### src/lhdd_pkg.sv
// Package for the link header descriptor decoder.
// Holds the item structs, type codes, signatures, flag bits and fixed sizes.
// No dependencies.
package lhdd_pkg;

   typedef struct packed {
      logic [7:0] code_first;
      logic [7:0] code_second;
      logic [7:0] byte_three;
      logic [7:0] byte_four;
      logic [7:0] byte_five;
      logic [7:0] byte_six;
      logic [7:0] byte_seven;
      logic [7:0] byte_eight;
      logic [7:0] byte_nine;
   } req_payload_type;

   typedef struct packed {
      logic        status;
      logic [4:0]  flag_bits;
      logic [1:0]  part_total;
      logic [15:0] repeat_last;
      logic [15:0] size_first;
      logic [15:0] size_second;
      logic [15:0] size_third;
   } rsp_payload_type;

   // flag bits
   localparam logic [4:0] FLAG_FINAL   = 5'b00001;
   localparam logic [4:0] FLAG_END     = 5'b00010;
   localparam logic [4:0] FLAG_ALL_END = 5'b00100;
   localparam logic [4:0] FLAG_ALL     = 5'b01000;
   localparam logic [4:0] FLAG_NO_LOG  = 5'b10000;

   // two-character type codes, first character in the high byte
   localparam logic [15:0] CODE_ALL_END = 16'h1717;
   localparam logic [15:0] CODE_END     = 16'h17FF;
   localparam logic [15:0] CODE_A1      = 16'h4131;
   localparam logic [15:0] CODE_AA      = 16'h4141;
   localparam logic [15:0] CODE_AD      = 16'h4144;
   localparam logic [15:0] CODE_AM      = 16'h414D;
   localparam logic [15:0] CODE_DM      = 16'h444D;
   localparam logic [15:0] CODE_SS      = 16'h5353;
   localparam logic [15:0] CODE_SR      = 16'h5352;
   localparam logic [15:0] CODE_AL      = 16'h414C;
   localparam logic [15:0] CODE_BU      = 16'h4255;
   localparam logic [15:0] CODE_DC      = 16'h4443;
   localparam logic [15:0] CODE_DD      = 16'h4444;
   localparam logic [15:0] CODE_EN      = 16'h454E;
   localparam logic [15:0] CODE_EP      = 16'h4550;
   localparam logic [15:0] CODE_F1      = 16'h4631;
   localparam logic [15:0] CODE_F6      = 16'h4636;
   localparam logic [15:0] CODE_G1      = 16'h4731;
   localparam logic [15:0] CODE_P1      = 16'h5031;
   localparam logic [15:0] CODE_FN      = 16'h464E;
   localparam logic [15:0] CODE_FP      = 16'h4650;
   localparam logic [15:0] CODE_GA      = 16'h4741;
   localparam logic [15:0] CODE_GF      = 16'h4746;
   localparam logic [15:0] CODE_GR      = 16'h4752;
   localparam logic [15:0] CODE_GT      = 16'h4754;
   localparam logic [15:0] CODE_RT      = 16'h5254;
   localparam logic [15:0] CODE_M1      = 16'h4D31;
   localparam logic [15:0] CODE_SD      = 16'h5344;
   localparam logic [15:0] CODE_MA      = 16'h4D41;
   localparam logic [15:0] CODE_PD      = 16'h5044;
   localparam logic [15:0] CODE_PZ      = 16'h505A;

   // backup signatures over bytes 3..9, last byte differs
   localparam logic [47:0] BACKUP_SIG_HEAD = 48'h5459_5045_4130; // "TYPEA0"
   localparam logic [7:0]  BACKUP_SIG_A    = 8'h30;              // '0'
   localparam logic [7:0]  BACKUP_SIG_B    = 8'h32;              // '2'
   // screenshot signatures over bytes 5..8
   localparam logic [31:0] COLOR_SIG       = 32'h1155_5746;
   localparam logic [31:0] MONO_SIG        = 32'h1044_5746;

   // fixed part sizes
   localparam logic [15:0] SIZE_BACKUP = 16'd32768;
   localparam logic [15:0] SIZE_PZ     = 16'd190;
   localparam logic [15:0] SIZE_GR     = 16'd92;
   localparam logic [15:0] SIZE_PD3    = 16'd42;
   localparam logic [15:0] SIZE_32     = 16'd32;
   localparam logic [15:0] SIZE_22     = 16'd22;
   localparam logic [15:0] SIZE_14     = 16'd14;

endpackage

### src/link_header_descriptor_decoder.sv
// Link header descriptor decoder, top level.
// Depends on lhdd_pkg for the item structs, codes and constants.
//
// Decodes bytes 1 to 9 of a 40-byte link header into a description of the
// data parts that follow: status, flag bits, part count, last-part repeat
// count and up to three part sizes. One request item gives exactly one
// response item. The block is a two-register pipeline: a request register
// and a response register, with the whole decode in between. An accepted
// request is held in the request register, and its response with rsp_valid
// in the response register. One item is taken every cycle as long as the
// response side does not stall. The response register lets one more request
// enter while a finished item waits to be taken. The single 8x8 multiplier
// is shared between the screenshot size (row bytes times height) and the
// matrix repeat count.
module link_header_descriptor_decoder (
   input  logic                     clock,
   input  logic                     reset,
   input  logic                     req_valid,
   output logic                     req_stall,
   input  lhdd_pkg::req_payload_type req_data,
   output logic                     rsp_valid,
   input  logic                     rsp_stall,
   output lhdd_pkg::rsp_payload_type rsp_data
);
   import lhdd_pkg::*;

   // pipeline registers
   logic            req_valid_ff;
   req_payload_type req_data_ff;
   logic            rsp_valid_ff;
   rsp_payload_type rsp_data_ff;
   rsp_payload_type rsp_data_in;

   logic rsp_load;
   logic req_load;

   // response register takes a new item when empty or being drained
   assign rsp_load  = !rsp_valid_ff || !rsp_stall;
   assign req_load  = !req_valid_ff || rsp_load;
   assign req_stall = !req_load;

   always_ff @(posedge clock) begin
      if (reset) begin
         req_valid_ff <= 1'b0;
         rsp_valid_ff <= 1'b0;
      end else begin
         if (req_load) begin
            req_valid_ff <= req_valid;
         end
         if (rsp_load) begin
            rsp_valid_ff <= req_valid_ff;
         end
      end
   end

   always_ff @(posedge clock) begin
      if (req_load && req_valid) begin
         req_data_ff <= req_data;
      end
      if (rsp_load && req_valid_ff) begin
         rsp_data_ff <= rsp_data_in;
      end
   end

   assign rsp_valid = rsp_valid_ff;
   assign rsp_data  = rsp_data_ff;

   // ---------------------------------------------------------------
   // decode
   // ---------------------------------------------------------------
   logic [15:0] code;
   logic [15:0] word45;
   logic [15:0] word56;
   logic [15:0] word78;
   logic [15:0] word45_gt2;   // field less two, only above two
   logic [15:0] word45_ge2;   // field less two, at two or more
   logic [7:0]  byte6_ge2;
   logic [5:0]  row_bytes;    // screenshot width rounded up to bytes
   logic        is_screen;
   logic [7:0]  mul_a;
   logic [7:0]  mul_b;
   logic [15:0] product;
   logic [15:0] gf_size;
   logic        backup_ok;
   logic        color_ok;
   logic        mono_ok;

   logic [4:0]  flags;
   logic [1:0]  count;
   logic [15:0] rep;
   logic [15:0] s0;
   logic [15:0] s1;
   logic [15:0] s2;

   assign code   = {req_data_ff.code_first, req_data_ff.code_second};
   assign word45 = {req_data_ff.byte_four, req_data_ff.byte_five};
   assign word56 = {req_data_ff.byte_five, req_data_ff.byte_six};
   assign word78 = {req_data_ff.byte_seven, req_data_ff.byte_eight};

   assign word45_gt2 = (word45 > 16'd2)  ? word45 - 16'd2 : word45;
   assign word45_ge2 = (word45 >= 16'd2) ? word45 - 16'd2 : word45;
   assign byte6_ge2  = (req_data_ff.byte_six >= 8'd2) ?
                       req_data_ff.byte_six - 8'd2 : req_data_ff.byte_six;

   assign row_bytes = {1'b0, req_data_ff.byte_three[7:3]}
                    + {5'd0, |req_data_ff.byte_three[2:0]};

   // shared multiplier: row bytes x height for screenshots, else byte5 x byte6
   assign is_screen = (code == CODE_DC) || (code == CODE_DD);
   assign mul_a     = is_screen ? {2'b00, row_bytes} : req_data_ff.byte_five;
   assign mul_b     = is_screen ? req_data_ff.byte_four : req_data_ff.byte_six;
   assign product   = {8'd0, mul_a} * {8'd0, mul_b};

   // 2 + byte6 * 10
   assign gf_size = {5'd0, req_data_ff.byte_six, 3'd0}
                  + {7'd0, req_data_ff.byte_six, 1'b0} + 16'd2;

   assign backup_ok = ({req_data_ff.byte_three, req_data_ff.byte_four,
                        req_data_ff.byte_five, req_data_ff.byte_six,
                        req_data_ff.byte_seven, req_data_ff.byte_eight}
                       == BACKUP_SIG_HEAD)
                   && ((req_data_ff.byte_nine == BACKUP_SIG_A)
                       || (req_data_ff.byte_nine == BACKUP_SIG_B));
   assign color_ok = {req_data_ff.byte_five, req_data_ff.byte_six,
                      req_data_ff.byte_seven, req_data_ff.byte_eight} == COLOR_SIG;
   assign mono_ok  = {req_data_ff.byte_five, req_data_ff.byte_six,
                      req_data_ff.byte_seven, req_data_ff.byte_eight} == MONO_SIG;

   always_comb begin
      flags = '0;
      count = 2'd1;
      rep   = 16'd1;
      s0    = '0;
      s1    = '0;
      s2    = '0;
      unique case (code)
         CODE_ALL_END: begin
            flags = FLAG_ALL_END;
            count = 2'd0;
         end
         CODE_END: begin
            flags = FLAG_END;
            count = 2'd0;
         end
         CODE_A1: begin
            flags = FLAG_FINAL;
            s0    = word45_gt2;
         end
         CODE_AA: begin
            s0 = word45_gt2;
         end
         CODE_AD, CODE_AM, CODE_DM, CODE_SS: begin
            flags = FLAG_FINAL;
            rep   = word56;
            s0    = SIZE_22;
         end
         CODE_SR: begin
            flags = FLAG_FINAL;
            rep   = word56;
            s0    = SIZE_32;
         end
         CODE_AL: begin
            flags = FLAG_ALL;
            count = 2'd0;
         end
         CODE_BU: begin
            flags = FLAG_FINAL;
            if (backup_ok) begin
               s0 = SIZE_BACKUP;
            end
         end
         CODE_DC: begin
            flags = FLAG_FINAL | FLAG_NO_LOG;
            if (color_ok) begin
               rep = 16'd3;
               s0  = product + 16'd1;
            end
         end
         CODE_DD: begin
            flags = FLAG_FINAL | FLAG_NO_LOG;
            if (mono_ok) begin
               s0 = product;
            end
         end
         CODE_EN, CODE_EP, CODE_F1, CODE_F6, CODE_G1, CODE_P1: begin
            flags = FLAG_FINAL;
            s0    = word45_ge2;
         end
         CODE_FN, CODE_FP, CODE_GA: begin
            s0 = word45_ge2;
         end
         CODE_GF: begin
            flags = FLAG_FINAL;
            s0    = gf_size;
         end
         CODE_GR: begin
            flags = FLAG_FINAL;
            s0    = SIZE_GR;
         end
         CODE_GT: begin
            flags = FLAG_FINAL;
            count = 2'd3;
            rep   = word78;
            s0    = {8'd0, byte6_ge2};
            s1    = SIZE_32;
            s2    = SIZE_22;
         end
         CODE_RT: begin
            flags = FLAG_FINAL;
            count = 2'd3;
            rep   = word78;
            s0    = {8'd0, byte6_ge2};
            s1    = SIZE_22;
            s2    = SIZE_32;
         end
         CODE_M1, CODE_SD: begin
            flags = FLAG_FINAL;
            s0    = SIZE_14;
            rep   = product + 16'd1;
         end
         CODE_MA: begin
            s0  = SIZE_14;
            rep = product;
         end
         CODE_PD: begin
            // degree = byte5 * 10 + byte6; small degrees need byte5 zero
            flags = FLAG_FINAL;
            if (req_data_ff.byte_five == 8'd0) begin
               if (req_data_ff.byte_six == 8'd0) begin
                  count = 2'd0;
               end else if (req_data_ff.byte_six == 8'd2) begin
                  s0 = SIZE_32;
               end else if (req_data_ff.byte_six == 8'd3) begin
                  s0 = SIZE_PD3;
               end
            end
         end
         CODE_PZ: begin
            flags = FLAG_FINAL;
            count = 2'd2;
            s0    = SIZE_PZ;
            s1    = word45_ge2;
         end
         default: begin
            // unknown code keeps the defaults and reports an error below
         end
      endcase
   end

   always_comb begin
      rsp_data_in.status      = (count != 2'd0) && (s0 == 16'd0);
      rsp_data_in.flag_bits   = flags;
      rsp_data_in.part_total  = count;
      rsp_data_in.repeat_last = rep;
      rsp_data_in.size_first  = s0;
      rsp_data_in.size_second = s1;
      rsp_data_in.size_third  = s2;
   end

endmodule
### config.mk
export PLATFORM = sky130hd
export DESIGN_NAME = link_header_descriptor_decoder
export DESIGN_NICKNAME = d
export VERILOG_FILES = /design/src/lhdd_pkg.sv /design/src/link_header_descriptor_decoder.sv
export SDC_FILE = /design/constraint.sdc
export NUM_CORES = 1
export LEC_CHECK = 0
export BUFFER_PORTS_ARGS = -buffer_cell sky130_fd_sc_hd__buf_2
export CAP_MARGIN = 25
export CORE_ASPECT_RATIO = 0.7
export CORE_MARGIN = 4
export CORE_UTILIZATION = 58
export CTS_CLUSTER_DIAMETER = 40
export DETAILED_ROUTE_END_ITERATION = 7
export PLACE_DENSITY = 0.81
export SYNTH_ARGS = -nofsm -noshare
export SYNTH_HDL_FRONTEND = slang
export SYNTH_SLANG_ARGS = --single-unit
### constraint.sdc
create_clock -name clock -period 10.6 [get_ports clock]
set_input_delay 0.53 -clock clock [delete_from_list [all_inputs] [get_ports clock]]
set_output_delay 0.53 -clock clock [all_outputs]
set_load 0.05 [all_outputs]
==> flow_metrics.py <==
metrics = {
    "pwr": {
        "leakagePower_uw": 0.004666,
        "vdd_drop_max_mv": 0.1142,
        "p_total_uw": 2102,
        "p_per_area_nw_per_um2": 188.3,
    },
    "clocking": {
        "cts_resized": 0,
        "cts_root_buf": "clkbuf_16",
        "clk_pin_slew_ps": 70,
        "cts.sinks": 131,
        "clk_path_buf_depth": 2,
        "post_cts_buffers": 0,
        "cts_tree": "done",
        "clock_latency_ps": 430,
        "hold_buffers": 0,
        "cts.htree.levels": 4,
        "cts_made_buffers": 17,
    },
    "routing": {
        "wirelength_um": 29300,
        "drc": 0,
        "num_vias": 8545,
        "firstDrtPassIters": 6,
        "antenna_left": 0,
        "routedWlPerCell_um": 22.06,
        "avgViaCountPerCell": 6.434,
        "drt-initial-drc-count": 1303,
    },
    "setup_path": {
        "crit_type": "reg -> reg",
        "cp_num_cells": 24,
        "cp_slowest_stage_delay_ps": 980,
        "end_kind": "flop",
        "crit_buf_inv": 3,
        "endpoint": "rsp_data[71]",
        "required_ps": 10830,
        "reg2reg_from": "code[2]",
        "crit_start": "code[2]",
        "r2r_cells": 24,
        "cp-start-kind": "flop",
        "cpMostUsedCell": "fa_1",
        "path_max_fanout": 31,
        "rr_endpoint": "rsp_data[71]",
        "path_cells": "or3b_1, a21o_1, or4_2, a21oi_1, or2_2, fa_1, fa_1, inv_1, fa_1, inv_1, fa_1, inv_1, ha_1, and2_1, a221o_1, a31oi_1, xor2_1, or4b_1, nor3_1, xor2_1, a2111oi_2, and4b_1, nand3b_1, a2111oi_2",
        "arrival_ps": 9370,
        "cp_top_family": "simple AND/OR/NAND/NOR gates",
        "r2r_setup_slack_ps": 1460,
        "worst_path_max_delay_cell": "or4_2",
    },
    "logic_synthesis": {
        "syn_inst": 988,
        "yosys_register_bits": 131,
        "synth_common_cells": "129 x edfxtp_1, 78 x nor2_1, 68 x inv_1, 68 x nand2_1, 59 x nand3_1",
        "synthDistinctLibCells": 74,
        "ys_seq_area_share_pct": 40.18,
        "async_flop_share_pct": 0,
        "synth-main-ff-cell": "edfxtp_1",
        "ys_top_cells_by_area": "edfxtp_1 40%, fa_1 7.4%, ha_1 6.6%",
        "yosysTopAreaCell": "edfxtp_1",
        "synth_area_um2": 9741,
        "synth_warnings": 0,
        "synth_top_area_share_pct": 39.77,
        "syn_area_per_cell_um2": 9.859,
        "synth.most_common_cell": "edfxtp_1",
        "synth_edf_count": 129,
    },
    "floorplan": {
        "io_pins": 150,
        "initial_utilization_pct": 59.41,
        "core_um2": 16400,
        "die_h_um": 116.4,
        "num_rows": 39,
        "die_w_um": 162.9,
        "die-area_um2": 18960,
    },
    "sta": {
        "min_period_over_period_pct": 86.21,
        "relSlewSlack_pct": 33.78,
        "rsz0062_at_grt": "false",
        "finalMaxSlewViolations": 0,
        "fmax_mhz": 109.4,
        "setup-violations-final": 0,
        "hold_ws_ps": 271.0,
        "tns_ps": 0,
        "finalClockSkew_ps": 13.22,
        "fin_crit_ps": 9138,
        "tightestPinTransition_ps": 989.6,
        "hold_viol": 0,
    },
    "hold_path": {
        "hold_path_class": "in -> reg",
        "hold_depth": 1,
    },
    "final_layout": {
        "multiInputGateArea_um2": 5289,
        "final_nets": 1253,
        "final_cells": 1328,
        "syn_to_final_growth_pct": 14.59,
        "drive_gt1_share_pct": 18.40,
        "antenna-diode-count": 0,
        "regArea_um2": 3914,
        "fillers": 1269,
        "design_area_um2": 11160,
    },
    "run_status": {
        "outcome": "complete, no violations",
    },
    "place": {
        "gp_congestion": 1.014,
        "port_buffers": 136,
        "hpwl_um": 21610,
        "placed_cells_incl_taps": 1295,
        "dpl-instance-area_um2": 10530,
    },
    "grt": {
        "antenna_found_initial": 0,
        "grt_pass1_wl_um": 44910,
        "grt_overflow": 0,
        "grt_max_degree": 72,
        "grt_pass1_vias": 7871,
        "grt.total_usage_pct": 31.05,
    },
    "run": {
        "cap_violations": 0,
    },
}
[power breakdown]
group / total (µW) / switching (µW) / internal (µW) / leakage [µW]
Combinational: 808 / 525 / 284 / 0.00314
Sequential: 663 / 42.1 / 620 / 0.00122
Clock: 631 / 232 / 399 / 0.000301
[final cells by class]
type	instances	share of cell area, %
clock buffers	19	3.878
clock inverters	13	1.782
inverters	68	2.287
multi-input cells	721	47.38
flip-flops and latches	131	35.06
well taps	225	2.522
repair buffers	151	7.084
[how the worst min path moves through the flow]
stage,startpoint,end
3_5_place_dp,req_valid_ff,rsp_valid
6_report,req_data[47],req_data_ff[47]
4_1_cts,req_data[47],req_data_ff[47]
5_1_grt,req_data[46],req_data_ff[46]
3_3_place_gp,req_valid_ff,rsp_valid
2_1_floorplan,req_valid_ff,rsp_valid
[registers in the layout, summed over array words and instances (netlist names)]
signal,cells
req_valid_ff,1
rsp_valid,1
req_data_ff,55
code,16
rsp_data,58
[metrics by stage]
step | setup slack, ps | utilization, %
after floorplan | 2836 | -
after global placement | 1748 | 64.19
after detailed placement | 1640 | 64.19
after CTS | 1593 | 68.05
after global routing | 1131 | 68.08
final | 1462 | 68.08
[cells by family (layout without fill, tap and decap cells)]
group / Yosys count / count (layout) / share of synthesized area (%)
simple gates: 381 / 381 / 20.77
buf+inv: 147 / 251 / 6.281
mux: 12 / 12 / 1.246
other cells: 1 / 12 / 0.03850
xor+xnor: 52 / 52 / 4.676
fa+ha+maj: 87 / 87 / 13.95
compound gates: 177 / 177 / 12.86
flops: 131 / 131 / 40.18
[layout by cell type, fill, tap and decap left out, drive strengths merged, types with 7 or more instances in the layout]
cell and count:
nand2 68, nand2b 9, clkbuf 20, mux2i 11
nand4 20, nor4 21, nand3 59, conb 12
a222oi 7, nor2b 9, fa 36, xnor2 28
nor4b 11, inv 73, a21o 8, and3 26
a221o 8, or2 11, ha 51, o21ai 41
nor3 24, or3 7, xor2 24, a31oi 8
edfxtp 129, nor2 78, buf 150, a21oi 32
[layer usage]
metal	up-vias	part of all wire (%)	GRT usage [%]
met2	679	38	41.41
met5	-	0	0
met1	3964	43	47.11
met4	0	2.4	9.106
li1	3829	-	-
met3	73	16	11.43
No activity file was read; power rests on OpenSTA's default activity.
